`src/rtl/sndta_pkg.sv`:
```
package sndta_pkg;

  // Value format
  localparam int unsigned VALUE_W   = 64;
  localparam int unsigned FRAC_BITS = 32;
  localparam int unsigned INT_BITS  = VALUE_W - FRAC_BITS;

  // Fraction digit count and the widths that follow from it
  localparam int unsigned MAX_FRAC_DIGITS = 15;
  localparam int unsigned DIGITS_W        = 4;
  localparam int unsigned Q_W             = 50;
  localparam int unsigned PROD_W          = FRAC_BITS + Q_W;
  localparam int unsigned INT_DIGITS      = 10;
  localparam int unsigned INT_BCD_W       = 4 * INT_DIGITS;
  localparam int unsigned FRAC_BCD_W      = 4 * MAX_FRAC_DIGITS;
  localparam int unsigned CONV_STEPS      = Q_W;
  localparam int unsigned CNT_W           = 6;

  localparam logic [DIGITS_W-1:0] DIGITS_RESET = 4'd6;

  // Character codes
  localparam int unsigned CHAR_W = 7;
  localparam logic [CHAR_W-1:0] CH_MINUS = 7'h2D;
  localparam logic [CHAR_W-1:0] CH_POINT = 7'h2E;
  localparam logic [CHAR_W-1:0] CH_ZERO  = 7'h30;

  // One converted number, as handed from the front to the back
  typedef struct packed {
    logic                  neg;
    logic [INT_BCD_W-1:0]  int_bcd;
    logic [FRAC_BCD_W-1:0] frac_bcd;
    logic [DIGITS_W-1:0]   digits;
  } entry_t;

  // One shift-and-add-3 step of a binary to BCD conversion.
  function automatic logic [FRAC_BCD_W-1:0] dabble_step(logic [FRAC_BCD_W-1:0] b,
                                                        logic bit_in);
    logic [FRAC_BCD_W-1:0] a;
    a = b;
    for (int i = 0; i < MAX_FRAC_DIGITS; i++) begin
      if (a[4*i +: 4] >= 4'd5) begin
        a[4*i +: 4] = a[4*i +: 4] + 4'd3;
      end
    end
    return {a[FRAC_BCD_W-2:0], bit_in};
  endfunction

endpackage

```
`src/rtl/sndta_front.sv`:
```
module sndta_front import sndta_pkg::*; (
  input  logic                       clk_i,
  input  logic                       rst_ni,
  input  logic                       start,
  output logic                       busy,
  input  logic signed [VALUE_W-1:0]  value_i,
  input  logic [DIGITS_W-1:0]        digits_i,
  input  logic                       full_i,
  output logic                       push_o,
  output entry_t                     entry_o
);

  typedef enum logic [2:0] {
    ST_IDLE, ST_SCALE, ST_ROUND, ST_FIX, ST_CONV, ST_DONE
  } state_e;

  state_e                state_q;
  logic [CNT_W-1:0]      cnt_q;
  logic                  neg_q;
  logic [DIGITS_W-1:0]   digits_q;
  logic [PROD_W-1:0]     prod_q;
  logic [Q_W-1:0]        scale_q;
  logic [Q_W-1:0]        q_q;
  logic [INT_BITS-1:0]   ipart_q;
  logic [Q_W-1:0]        ib_q;
  logic [Q_W-1:0]        qb_q;
  logic [INT_BCD_W-1:0]  int_bcd_q;
  logic [FRAC_BCD_W-1:0] frac_bcd_q;

  logic [VALUE_W-1:0]    v_u;
  logic [VALUE_W-1:0]    mag;
  logic [PROD_W-1:0]     round_sum;
  logic                  carry;
  logic [Q_W-1:0]        q_fix;
  logic [INT_BITS-1:0]   ipart_fix;
  logic [FRAC_BCD_W-1:0] int_step;

  // Magnitude of the incoming value, exact also for the most negative one.
  assign v_u = value_i;
  assign mag = v_u[VALUE_W-1] ? (~v_u + VALUE_W'(1)) : v_u;

  // Rounding: add one half LSB, then fold a fraction overflow into the integer.
  assign round_sum = prod_q + (PROD_W'(1) << (FRAC_BITS - 1));
  assign carry     = (q_q >= scale_q);
  assign q_fix     = carry ? (q_q - scale_q) : q_q;
  assign ipart_fix = carry ? (ipart_q + INT_BITS'(1)) : ipart_q;

  assign int_step = dabble_step(FRAC_BCD_W'(int_bcd_q), ib_q[Q_W-1]);

  assign busy    = (state_q != ST_IDLE);
  assign push_o  = (state_q == ST_DONE) && !full_i;
  assign entry_o = '{neg: neg_q, int_bcd: int_bcd_q, frac_bcd: frac_bcd_q,
                     digits: digits_q};

  // Sequencer: scale the fraction, round, then convert both parts to BCD.
  always_ff @(posedge clk_i or negedge rst_ni) begin
    if (!rst_ni) begin
      state_q <= ST_IDLE;
      cnt_q   <= '0;
    end else begin
      case (state_q)
        ST_IDLE: begin
          if (start) begin
            neg_q    <= v_u[VALUE_W-1];
            ipart_q  <= mag[VALUE_W-1:FRAC_BITS];
            prod_q   <= PROD_W'(mag[FRAC_BITS-1:0]);
            scale_q  <= Q_W'(1);
            digits_q <= (digits_i > DIGITS_W'(MAX_FRAC_DIGITS)) ?
                        DIGITS_W'(MAX_FRAC_DIGITS) : digits_i;
            cnt_q    <= '0;
            state_q  <= ST_SCALE;
          end
        end
        ST_SCALE: begin
          if (cnt_q == CNT_W'(digits_q)) begin
            state_q <= ST_ROUND;
          end else begin
            prod_q  <= (prod_q << 3) + (prod_q << 1);
            scale_q <= (scale_q << 3) + (scale_q << 1);
            cnt_q   <= cnt_q + CNT_W'(1);
          end
        end
        ST_ROUND: begin
          q_q     <= round_sum[PROD_W-1:FRAC_BITS];
          state_q <= ST_FIX;
        end
        ST_FIX: begin
          neg_q      <= neg_q && ((ipart_fix != '0) || (q_fix != '0));
          ib_q       <= Q_W'(ipart_fix);
          qb_q       <= q_fix;
          int_bcd_q  <= '0;
          frac_bcd_q <= '0;
          cnt_q      <= '0;
          state_q    <= ST_CONV;
        end
        ST_CONV: begin
          int_bcd_q  <= int_step[INT_BCD_W-1:0];
          frac_bcd_q <= dabble_step(frac_bcd_q, qb_q[Q_W-1]);
          ib_q       <= ib_q << 1;
          qb_q       <= qb_q << 1;
          cnt_q      <= cnt_q + CNT_W'(1);
          if (cnt_q == CNT_W'(CONV_STEPS - 1)) begin
            state_q <= ST_DONE;
          end
        end
        ST_DONE: begin
          if (!full_i) begin
            state_q <= ST_IDLE;
          end
        end
        default: state_q <= ST_IDLE;
      endcase
    end
  end

endmodule

```
`src/rtl/sndta_queue.sv`:
```
module sndta_queue import sndta_pkg::*; (
  input  logic   clk_i,
  input  logic   rst_ni,
  input  logic   push_i,
  input  entry_t entry_i,
  output logic   full_o,
  input  logic   pop_i,
  output logic   empty_o,
  output entry_t entry_o
);

  entry_t     mem_q [2];
  logic       wr_ptr_q;
  logic       rd_ptr_q;
  logic [1:0] count_q;

  assign full_o  = (count_q == 2'd2);
  assign empty_o = (count_q == 2'd0);
  assign entry_o = mem_q[rd_ptr_q];

  // Storage for two converted numbers.
  always_ff @(posedge clk_i) begin
    if (push_i) begin
      mem_q[wr_ptr_q] <= entry_i;
    end
  end

  // Pointers and fill level.
  always_ff @(posedge clk_i or negedge rst_ni) begin
    if (!rst_ni) begin
      wr_ptr_q <= 1'b0;
      rd_ptr_q <= 1'b0;
      count_q  <= '0;
    end else begin
      if (push_i) begin
        wr_ptr_q <= ~wr_ptr_q;
      end
      if (pop_i) begin
        rd_ptr_q <= ~rd_ptr_q;
      end
      count_q <= count_q + {1'b0, push_i} - {1'b0, pop_i};
    end
  end

endmodule

```
`src/rtl/sndta_back.sv`:
```
module sndta_back import sndta_pkg::*; (
  input  logic              clk_i,
  input  logic              rst_ni,
  input  logic              empty_i,
  input  entry_t            entry_i,
  output logic              pop_o,
  output logic              char_valid_o,
  output logic [CHAR_W-1:0] char_code_o,
  output logic              last_char_o
);

  typedef enum logic [2:0] {
    ST_IDLE, ST_SIGN, ST_INT, ST_POINT, ST_FRAC
  } state_e;

  state_e              state_q;
  entry_t              entry_q;
  logic [3:0]          idx_q;
  logic                valid_q;
  logic [CHAR_W-1:0]   char_q;
  logic                last_q;
  logic [3:0]          top_idx;
  logic [3:0]          int_digit;
  logic [3:0]          frac_digit;

  // Highest nonzero integer digit of the waiting entry, zero if none.
  always_comb begin
    top_idx = '0;
    for (int i = 0; i < INT_DIGITS; i++) begin
      if (entry_i.int_bcd[4*i +: 4] != 4'd0) begin
        top_idx = 4'(i);
      end
    end
  end

  assign int_digit  = entry_q.int_bcd[idx_q*4 +: 4];
  assign frac_digit = entry_q.frac_bcd[idx_q*4 +: 4];
  assign pop_o      = (state_q == ST_IDLE) && !empty_i;

  assign char_valid_o = valid_q;
  assign char_code_o  = char_q;
  assign last_char_o  = last_q;

  // Character sequencer: sign, integer digits, point, fraction digits.
  always_ff @(posedge clk_i or negedge rst_ni) begin
    if (!rst_ni) begin
      state_q <= ST_IDLE;
      valid_q <= 1'b0;
      last_q  <= 1'b0;
      idx_q   <= '0;
    end else begin
      valid_q <= 1'b0;
      last_q  <= 1'b0;
      case (state_q)
        ST_IDLE: begin
          if (!empty_i) begin
            entry_q <= entry_i;
            idx_q   <= top_idx;
            state_q <= entry_i.neg ? ST_SIGN : ST_INT;
          end
        end
        ST_SIGN: begin
          valid_q <= 1'b1;
          char_q  <= CH_MINUS;
          state_q <= ST_INT;
        end
        ST_INT: begin
          valid_q <= 1'b1;
          char_q  <= CH_ZERO + CHAR_W'(int_digit);
          if (idx_q == 4'd0) begin
            if (entry_q.digits == '0) begin
              last_q  <= 1'b1;
              state_q <= ST_IDLE;
            end else begin
              state_q <= ST_POINT;
            end
          end else begin
            idx_q <= idx_q - 4'd1;
          end
        end
        ST_POINT: begin
          valid_q <= 1'b1;
          char_q  <= CH_POINT;
          idx_q   <= entry_q.digits - DIGITS_W'(1);
          state_q <= ST_FRAC;
        end
        ST_FRAC: begin
          valid_q <= 1'b1;
          char_q  <= CH_ZERO + CHAR_W'(frac_digit);
          if (idx_q == 4'd0) begin
            last_q  <= 1'b1;
            state_q <= ST_IDLE;
          end else begin
            idx_q <= idx_q - 4'd1;
          end
        end
        default: state_q <= ST_IDLE;
      endcase
    end
  end

`ifndef SYNTHESIS
  a_sign_not_last: assert property (@(posedge clk_i) disable iff (!rst_ni)
    valid_q && (char_q == CH_MINUS) |-> !last_q)
    else $error("minus sign flagged as last character");

  a_point_followed: assert property (@(posedge clk_i) disable iff (!rst_ni)
    valid_q && (char_q == CH_POINT) |-> !last_q ##1 valid_q)
    else $error("decimal point not followed by a digit");

  a_text_unbroken: assert property (@(posedge clk_i) disable iff (!rst_ni)
    valid_q && !last_q |=> valid_q)
    else $error("gap inside the text of one number");
`endif

endmodule

```
`src/rtl/signed_number_to_decimal_ascii_unit.sv`:
```
// Channel   Direction  Handshake                      Payload
// input     in         start, busy (taken: start&!busy) value_i
// config    in         cfg_valid_i, cfg_ready_o       cfg_data_i (fraction digits)
// result    out        char_valid_o (one cycle)       char_code_o, last_char_o
//
// The front converts a number with d fraction digits in d scaling steps, a
// count check, a rounding step, a carry step, 50 shift steps of the BCD
// converter, a hand-over step that waits while the queue is full, and the idle
// step that takes a number. The back fetches one, then sends a character a cycle.
// A two-entry queue lets the front convert while the back is still sending.
// Reset is asynchronous and active low; fraction digits resets to six.
// Results cannot be held off; busy stays high while the front is working.
module signed_number_to_decimal_ascii_unit import sndta_pkg::*; (
  input  logic                      clk_i,
  input  logic                      rst_ni,
  input  logic                      start,
  output logic                      busy,
  input  logic signed [VALUE_W-1:0] value_i,
  input  logic                      cfg_valid_i,
  output logic                      cfg_ready_o,
  input  logic [DIGITS_W-1:0]       cfg_data_i,
  output logic                      char_valid_o,
  output logic [CHAR_W-1:0]         char_code_o,
  output logic                      last_char_o
);

  logic [DIGITS_W-1:0] digits_q;
  logic                push;
  logic                pop;
  logic                full;
  logic                empty;
  entry_t              push_entry;
  entry_t              pop_entry;

  assign cfg_ready_o = 1'b1;

  // Fraction digit count register.
  always_ff @(posedge clk_i or negedge rst_ni) begin
    if (!rst_ni) begin
      digits_q <= DIGITS_RESET;
    end else if (cfg_valid_i && cfg_ready_o) begin
      digits_q <= cfg_data_i;
    end
  end

  sndta_front u_front (
    .clk_i    (clk_i),
    .rst_ni   (rst_ni),
    .start    (start),
    .busy     (busy),
    .value_i  (value_i),
    .digits_i (digits_q),
    .full_i   (full),
    .push_o   (push),
    .entry_o  (push_entry)
  );

  sndta_queue u_queue (
    .clk_i   (clk_i),
    .rst_ni  (rst_ni),
    .push_i  (push),
    .entry_i (push_entry),
    .full_o  (full),
    .pop_i   (pop),
    .empty_o (empty),
    .entry_o (pop_entry)
  );

  sndta_back u_back (
    .clk_i        (clk_i),
    .rst_ni       (rst_ni),
    .empty_i      (empty),
    .entry_i      (pop_entry),
    .pop_o        (pop),
    .char_valid_o (char_valid_o),
    .char_code_o  (char_code_o),
    .last_char_o  (last_char_o)
  );

endmodule
```
`config.mk`:
```
export PLATFORM = sky130hd
export DESIGN_NAME = signed_number_to_decimal_ascii_unit
export DESIGN_NICKNAME = d
export VERILOG_FILES = /design/src/rtl/sndta_pkg.sv /design/src/rtl/sndta_front.sv /design/src/rtl/sndta_queue.sv /design/src/rtl/sndta_back.sv /design/src/rtl/signed_number_to_decimal_ascii_unit.sv
export SDC_FILE = /design/constraint.sdc
export NUM_CORES = 2
export LEC_CHECK = 0
export BUFFER_PORTS_ARGS = -buffer_cell sky130_fd_sc_hd__clkbuf_2
export CORE_MARGIN = 5
export CORE_UTILIZATION = 42
export DETAILED_ROUTE_END_ITERATION = 10
export GPL_ROUTABILITY_DRIVEN = 0
export PLACE_DENSITY = 0.6
export SYNTH_ARGS = -nofsm -noshare
export SYNTH_HDL_FRONTEND = slang
export SYNTH_SLANG_ARGS = --single-unit
```
`constraint.sdc`:
```
create_clock -name clk_i -period 7.5 [get_ports clk_i]
set_clock_uncertainty 0.05 [all_clocks]
set_input_delay 0.75 -clock clk_i [delete_from_list [all_inputs] [get_ports clk_i]]
set_output_delay 0.75 -clock clk_i [all_outputs]
set_load 0.005 [all_outputs]
```
Yosys cells after proc, flatten, opt, wreduce, memory -nomap -nowiden
Memory sizes are Yosys's and may differ from the RTL's.
Index checks and enable logic that the tools add are counted.
Widths: inputs -> output; s select.
{"block": "totals", "inputBits": 72, "output_inout_bits": 11, "register_bits": 556, "mem_bits_rw": 210, "memories": 1}
{"block": "op_classes", "n_reduce_logical": 42, "mux": 74, "addsub": 38, "bitwise_logic": 4, "shifts": 2, "n_eq_ne": 21, "magnitude_cmp": 27}
{"name": "u_queue.mem_q", "depth": 2, "word_bits": 105, "rd": 1, "rd_ports_with_merged_regs": 0, "wr": 1, "line": "sndta_queue.sv:12", "source": "entry_t mem_q [2];"}
{"cell": "$pmux 50 s2", "count": 3}
{"cell": "$mux 82", "count": 2}
{"cell": "$pmux 82 s2", "count": 1}
{"cell": "$mux 50", "count": 3}
{"cell": "$mux 4", "count": 33}
{"cell": "$pmux 60 s2", "count": 1}
{"cell": "$ge 4x3->1 const B", "count": 25}
{"cell": "$add 4x2->4 const B", "count": 23}
{"cell": "$add 82x32->82 const B", "count": 1}
{"cell": "$add 82x82->82", "count": 1}
{"cell": "$pmux 40 s2", "count": 1}
{"cell": "$add 64x1->64 const B", "count": 1}
{"cell": "$not 64->64", "count": 1}
{"cell": "$mux 63", "count": 1}
{"cell": "$shiftx 60x7->4", "count": 1}
{"cell": "$add 50x50->50", "count": 1}
{"cell": "$ge 50x50->1", "count": 1}
{"cell": "$reduce_bool 50->1", "count": 1}
{"cell": "$sub 50x50->50", "count": 1}
{"cell": "$reduce_bool 4->1", "count": 11}
{"cell": "$shiftx 40x7->4", "count": 1}
{"cell": "$add 32x1->32 const B", "count": 1}
{"cell": "$mux 32", "count": 1}
{"cell": "$reduce_bool 32->1", "count": 1}
{"cell": "other kinds (39)", "count": 91}

Depth between registers and ports, before layout
An unclocked memory read counts as a cell.
{"block": "logic_depth", "ltp_word": 13, "ltp_mapped": 20, "depth_no_buf": 17}

Cells and area by module
From an unflattened synthesis, not the netlist that was laid out.
{"block": "unflattened", "hier_cells": 4048, "hier_area_um2": 44242.4}
{"mod": "sndta_front", "instances": 1, "area_per_inst_um2": 31184.9, "cells_per_inst": 3405}
{"mod": "sndta_queue", "instances": 1, "area_per_inst_um2": 7932.6, "cells_per_inst": 342}
{"mod": "sndta_back", "instances": 1, "area_per_inst_um2": 4966.0, "cells_per_inst": 291}
{"mod": "signed_number_to_decimal_ascii_unit", "instances": 1, "area_per_inst_um2": 158.9, "cells_per_inst": 10}

Least setup slack after synthesis
No wires, ideal clock.
{"block": "synth_timing", "path_type": "reg2reg", "start": "register u_front.state_q[0]", "end": "register u_front.prod_q[0], enable pin", "n_path_buf": 2, "setup_time_ns": 0.625, "period_less_slack_ns": 7.137, "t_arrival_ns": 6.461, "t_required_ns": 6.825, "path_stages_with_launch": 5, "path_slack_ns": 0.363, "cell_sequence": "dfrtp_1 clkbuf_1 buf_1 mux2i_1 nor2_1"}
{"block": "synth_via", "elab_chain_len": 3, "word_cells_on_any_way": 6, "cone_classes": "eq/ne: 3; reduce/logical: 3"}
{"element": "start, declared", "line": "sndta_front.sv:17", "source": "state_e state_q;"}
{"element": "start signal, assigned", "line": "sndta_front.sv:58", "source": "state_q <= ST_IDLE;"}
{"element": "start signal, assigned", "line": "sndta_front.sv:71", "source": "state_q <= ST_SCALE;"}
{"element": "start signal, assigned", "line": "sndta_front.sv:76", "source": "state_q <= ST_ROUND;"}
{"element": "$eq 3x1->1 / $logic_not 3->1 (equally long branches)", "line": "sndta_front.sv:61", "source": "case (state_q)"}
{"element": "$ne 2x2->1 (no line) / $reduce_bool 2->1 (equally long branches)"}
{"element": "$reduce_and 4->1 (no line) *"}
{"element": "end signal, assigned", "line": "sndta_front.sv:66", "source": "prod_q <= PROD_W'(mag[FRAC_BITS-1:0]);"}
{"element": "end signal, assigned", "line": "sndta_front.sv:78", "source": "prod_q <= (prod_q << 3) + (prod_q << 1);"}
{"element": "end, declared", "line": "sndta_front.sv:21", "source": "logic [PROD_W-1:0] prod_q;"}
Every way passes the cells marked *; elsewhere a longest branch is shown, timed or not.
A chain may end at the register's enable or synchronous reset.

Worst setup path after layout
{"block": "layout_timing", "start": "register u_front.q_q[27]", "end": "register u_front.neg_q, data pin"}
{"block": "layout_via", "elab_chain_len": 6, "word_cells_on_any_way": 9, "cone_classes": "add/sub: 1; order compare: 1; mux: 3; reduce/logical: 4"}
{"element": "start, declared", "line": "sndta_front.sv:23", "source": "logic [Q_W-1:0] q_q;"}
{"element": "start signal, assigned", "line": "sndta_front.sv:84", "source": "q_q <= round_sum[PROD_W-1:FRAC_BITS];"}
{"element": "$sub 50x50->50 / $ge 50x50->1 (equally long branches)", "line": "sndta_front.sv:45, sndta_front.sv:44"}
{"element": "$mux 50 / $mux 32 (equally long branches)", "line": "sndta_front.sv:45, sndta_front.sv:46"}
{"element": "$reduce_bool 50->1 / $reduce_bool 32->1 (equally long branches)", "line": "sndta_front.sv:88", "source": "neg_q <= neg_q && ((ipart_fix != '0) || (q_fix != '0));"}
{"element": "$logic_or 1x1->1 *", "line": "sndta_front.sv:88"}
{"element": "$logic_and 1x1->1 *", "line": "sndta_front.sv:88"}
{"element": "$pmux 1 s2 *", "line": "sndta_front.sv:61"}
{"element": "end signal, assigned", "line": "sndta_front.sv:64", "source": "neg_q <= v_u[VALUE_W-1];"}
{"element": "end signal, assigned", "line": "sndta_front.sv:88"}
{"element": "end, declared", "line": "sndta_front.sv:19", "source": "logic neg_q;"}
Marks and branches as above.

==> run metrics <==
outcome finished clean; Max-cap violations 0; post-DR wirelength/cell 18.3 um; Reg clk slew, reported paths 0.06 ns; Peak VDD IR 0.369 mV; clock sink count 764; Placed Instances 5348; synthesized netlist cell count 3998; worst r2r dst u_front.neg_q; top cell type's share of synthesized area 50.7%; complex-gate fraction of the synthesized area 13.0%; reg2reg path depth 14; Max-Slew Margin vs Limit 29.4%; count of buffers from port buffering 79; vias 30.1k; DR top layer met4; Slew Limit Fails 0; die footprint 111000 sq um; critical path data arrival time 5.98 ns; most common cell in the netlist edfxtp_1; first-pass GRT wire length 163 mm; Final Hold Vio Count 0; core area 103000 sq um; Post-Synth XOR/XNOR Area 7.01%; WL met1 47.0 mm; Post-layout nets 4362; root buf cell clkbuf_16; CP max FO 27; Commonest cells post-synth edfxtp_1, nor2_1, nand2_1; # rows 118; Worst Path Class, Setup flip-flop to flip-flop; endpoint type of the worst setup path flip-flop; drt drc 0; starting density of the core 42.3%; Total GRT Usage 17.9%; Tot Pwr 21800 uW; 1st-iter DRT viols 2185; Pleak 0.0179 uW; I/O pins 83; mapped cell area 43700 sq um; Die W 333 um; Clock Tree Buf Depth 3; Cell variety after synth 81; hold_buf cts 0; part of the Yosys area used for sequential elements 52.2%; Power Density 451 nW/um^2; Final period util 74.8%; CTS Buf Count 85; Worst-Skew Late Latency 0.67 ns; Synth area leaders edfxtp_1, ha_1, xnor2_1; Primary FF master, synth edfxtp_1; multiplexer area fraction after synthesis 4.68%; register bit count reported by yosys 764; final setup fails 0; CTS resizes 0; Syn Area/Cell 10.9 sq um; Post-Synth Simple-Gate Area 13.8%; Vias/cell 5.47; area grow syn2layout 10.5%; WL met2 47.8 mm; Reg-to-Reg Start u_front.q_q[27]; antenna violations before repair 1; Post-DRT Antenna Nets 0; met3 wire length 3.34 mm; startpoint types flip-flop; post-CTS setup buffers 0; most area-hungry cell type in the Yosys netlist edfxtp_1; adder-cell share of the synthesized area 6.78%; dpl hpwl 71.1 mm; unrepaired setup endpoints after global routing false; largest net degree at the start of global routing 157; Syn. warnings 0; measured slew at the worst slew-check pin 1.04 ns; fin crit period 5.61 ns; Worst EP required 7.87 ns; total gr overflow 0; Post-synth EDFFs 738; share of layout cells above drive strength 1 9.70%; Worst R2R Setup Slack 1.89 ns; share of flip-flops with an asynchronous set or reset 3.40%; main combinational cell family by area after synthesis simple AND/OR/NAND/NOR gates; drt total wl 101 mm; non-filler cells, final 5506; Sum Neg Setup Slack 0 ns; Util after Layout 46.7%; Fmax achieved 178 MHz; Chip Height 333 um; drt pass-1 iters 5; number of global-route vias before repair 29.4k; CTS tree built; H-tree depth 3; worst hold slack 0.0543 ns; Worst Hold Class primary input to async pin
==> cells by family (layout without fill, tap and decap cells) <==
kind of cell	after synthesis	after routing
flip-flops	764	764
adder cells (fa/ha/maj)	235	235
XOR/XNOR	350	350
multiplexers	165	165
other	2	4
AND/OR/NAND/NOR	1270	1270
buffers and inverters	293	419
AO/OA/AOI/OAI	919	919
==> worst max path at each step <==
stage	start	end	slack, ns	cells past startpoint
2_1_floorplan	u_front.state_q[0]	u_front.prod_q[0]	0.36	4
3_3_place_gp	value_i[0]	u_front.ipart_q[29]	1.62	13
3_5_place_dp	value_i[0]	u_front.ipart_q[29]	1.60	13
4_1_cts	u_front.q_q[27]	u_front.neg_q	1.88	14
5_1_grt	u_front.q_q[27]	u_front.neg_q	1.58	14
6_report	u_front.q_q[27]	u_front.neg_q	1.89	14
==> cell usage in the layout, fill, tap and decap left out, drive strengths merged, types with 115 or more instances in the layout <==
cell	netlist	routed
mux2	115	115
clkbuf	121	189
a21oi	302	302
xor2	145	145
ha	232	232
a21o	120	120
o21ai	217	217
xnor2	205	205
nand2	347	347
nor2	407	407
edfxtp	738	738
inv	156	160
==> sequential cells by signal, indices dropped and copies added, names as in the netlist, 50 cells and up <==
signal	cells
u_front.prod_q	82
u_front.qb_q	50
u_queue.mem_q	210
u_front.scale_q	50
u_back.entry_q	104
u_front.q_q	50
u_front.ib_q	50
u_front.frac_bcd_q	60
==> layer usage <==
| metal | vias up | global-route usage (%) |
|---|---|---|
| met3 | 156 | 2.18 |
| met4 | 0 | 5.48 |
| met2 | 531 | 30.0 |
| met5 | - | 0 |
| li1 | 14900 | - |
| met1 | 14500 | 24.6 |
==> cell type report <==
class	count	area, sq um
well taps	1380	1730
fillers	9562	55200
flip-flops and latches	764	22800
repair buffers	106	623
clock inverters	47	459
diodes	1	2.50
clock buffers	110	2250
inverters	156	588
multi-input cells	2942	19900
==> metrics by stage <==
stage	cell area [sq um]	setup slack [ns]
3_5_place_dp	45600	1.60
5_1_grt	48300	1.58
6_report	48300	1.89
3_3_place_gp	45600	1.62
2_1_floorplan	43700	0.363
4_1_cts	48300	1.88
==> report_power, final <==
part | internal (uW) | total (uW) | switching, uW
Combinational | 4320 | 10800 | 6440
Sequential | 6180 | 6980 | 804
Clock | 2310 | 4080 | 1760
Total | 12800 | 21800 | 9010
==> worst max-delay path, stage by stage, from the launching register on <==
cell	delay, ns
edfxtp_1	0.48
ha_1	0.46
nand4_1	0.14
or4_1	0.58
or4_1	0.53
nor4_1	0.40
or3_1	0.53
or2_2	0.50
buf_4	0.38
mux2i_1	0.29
o2111a_1	0.29
nand4_1	0.11
nor4_1	0.35
and4_1	0.23
nor2_1	0.04
No activity file was read; power rests on OpenSTA's default activity.
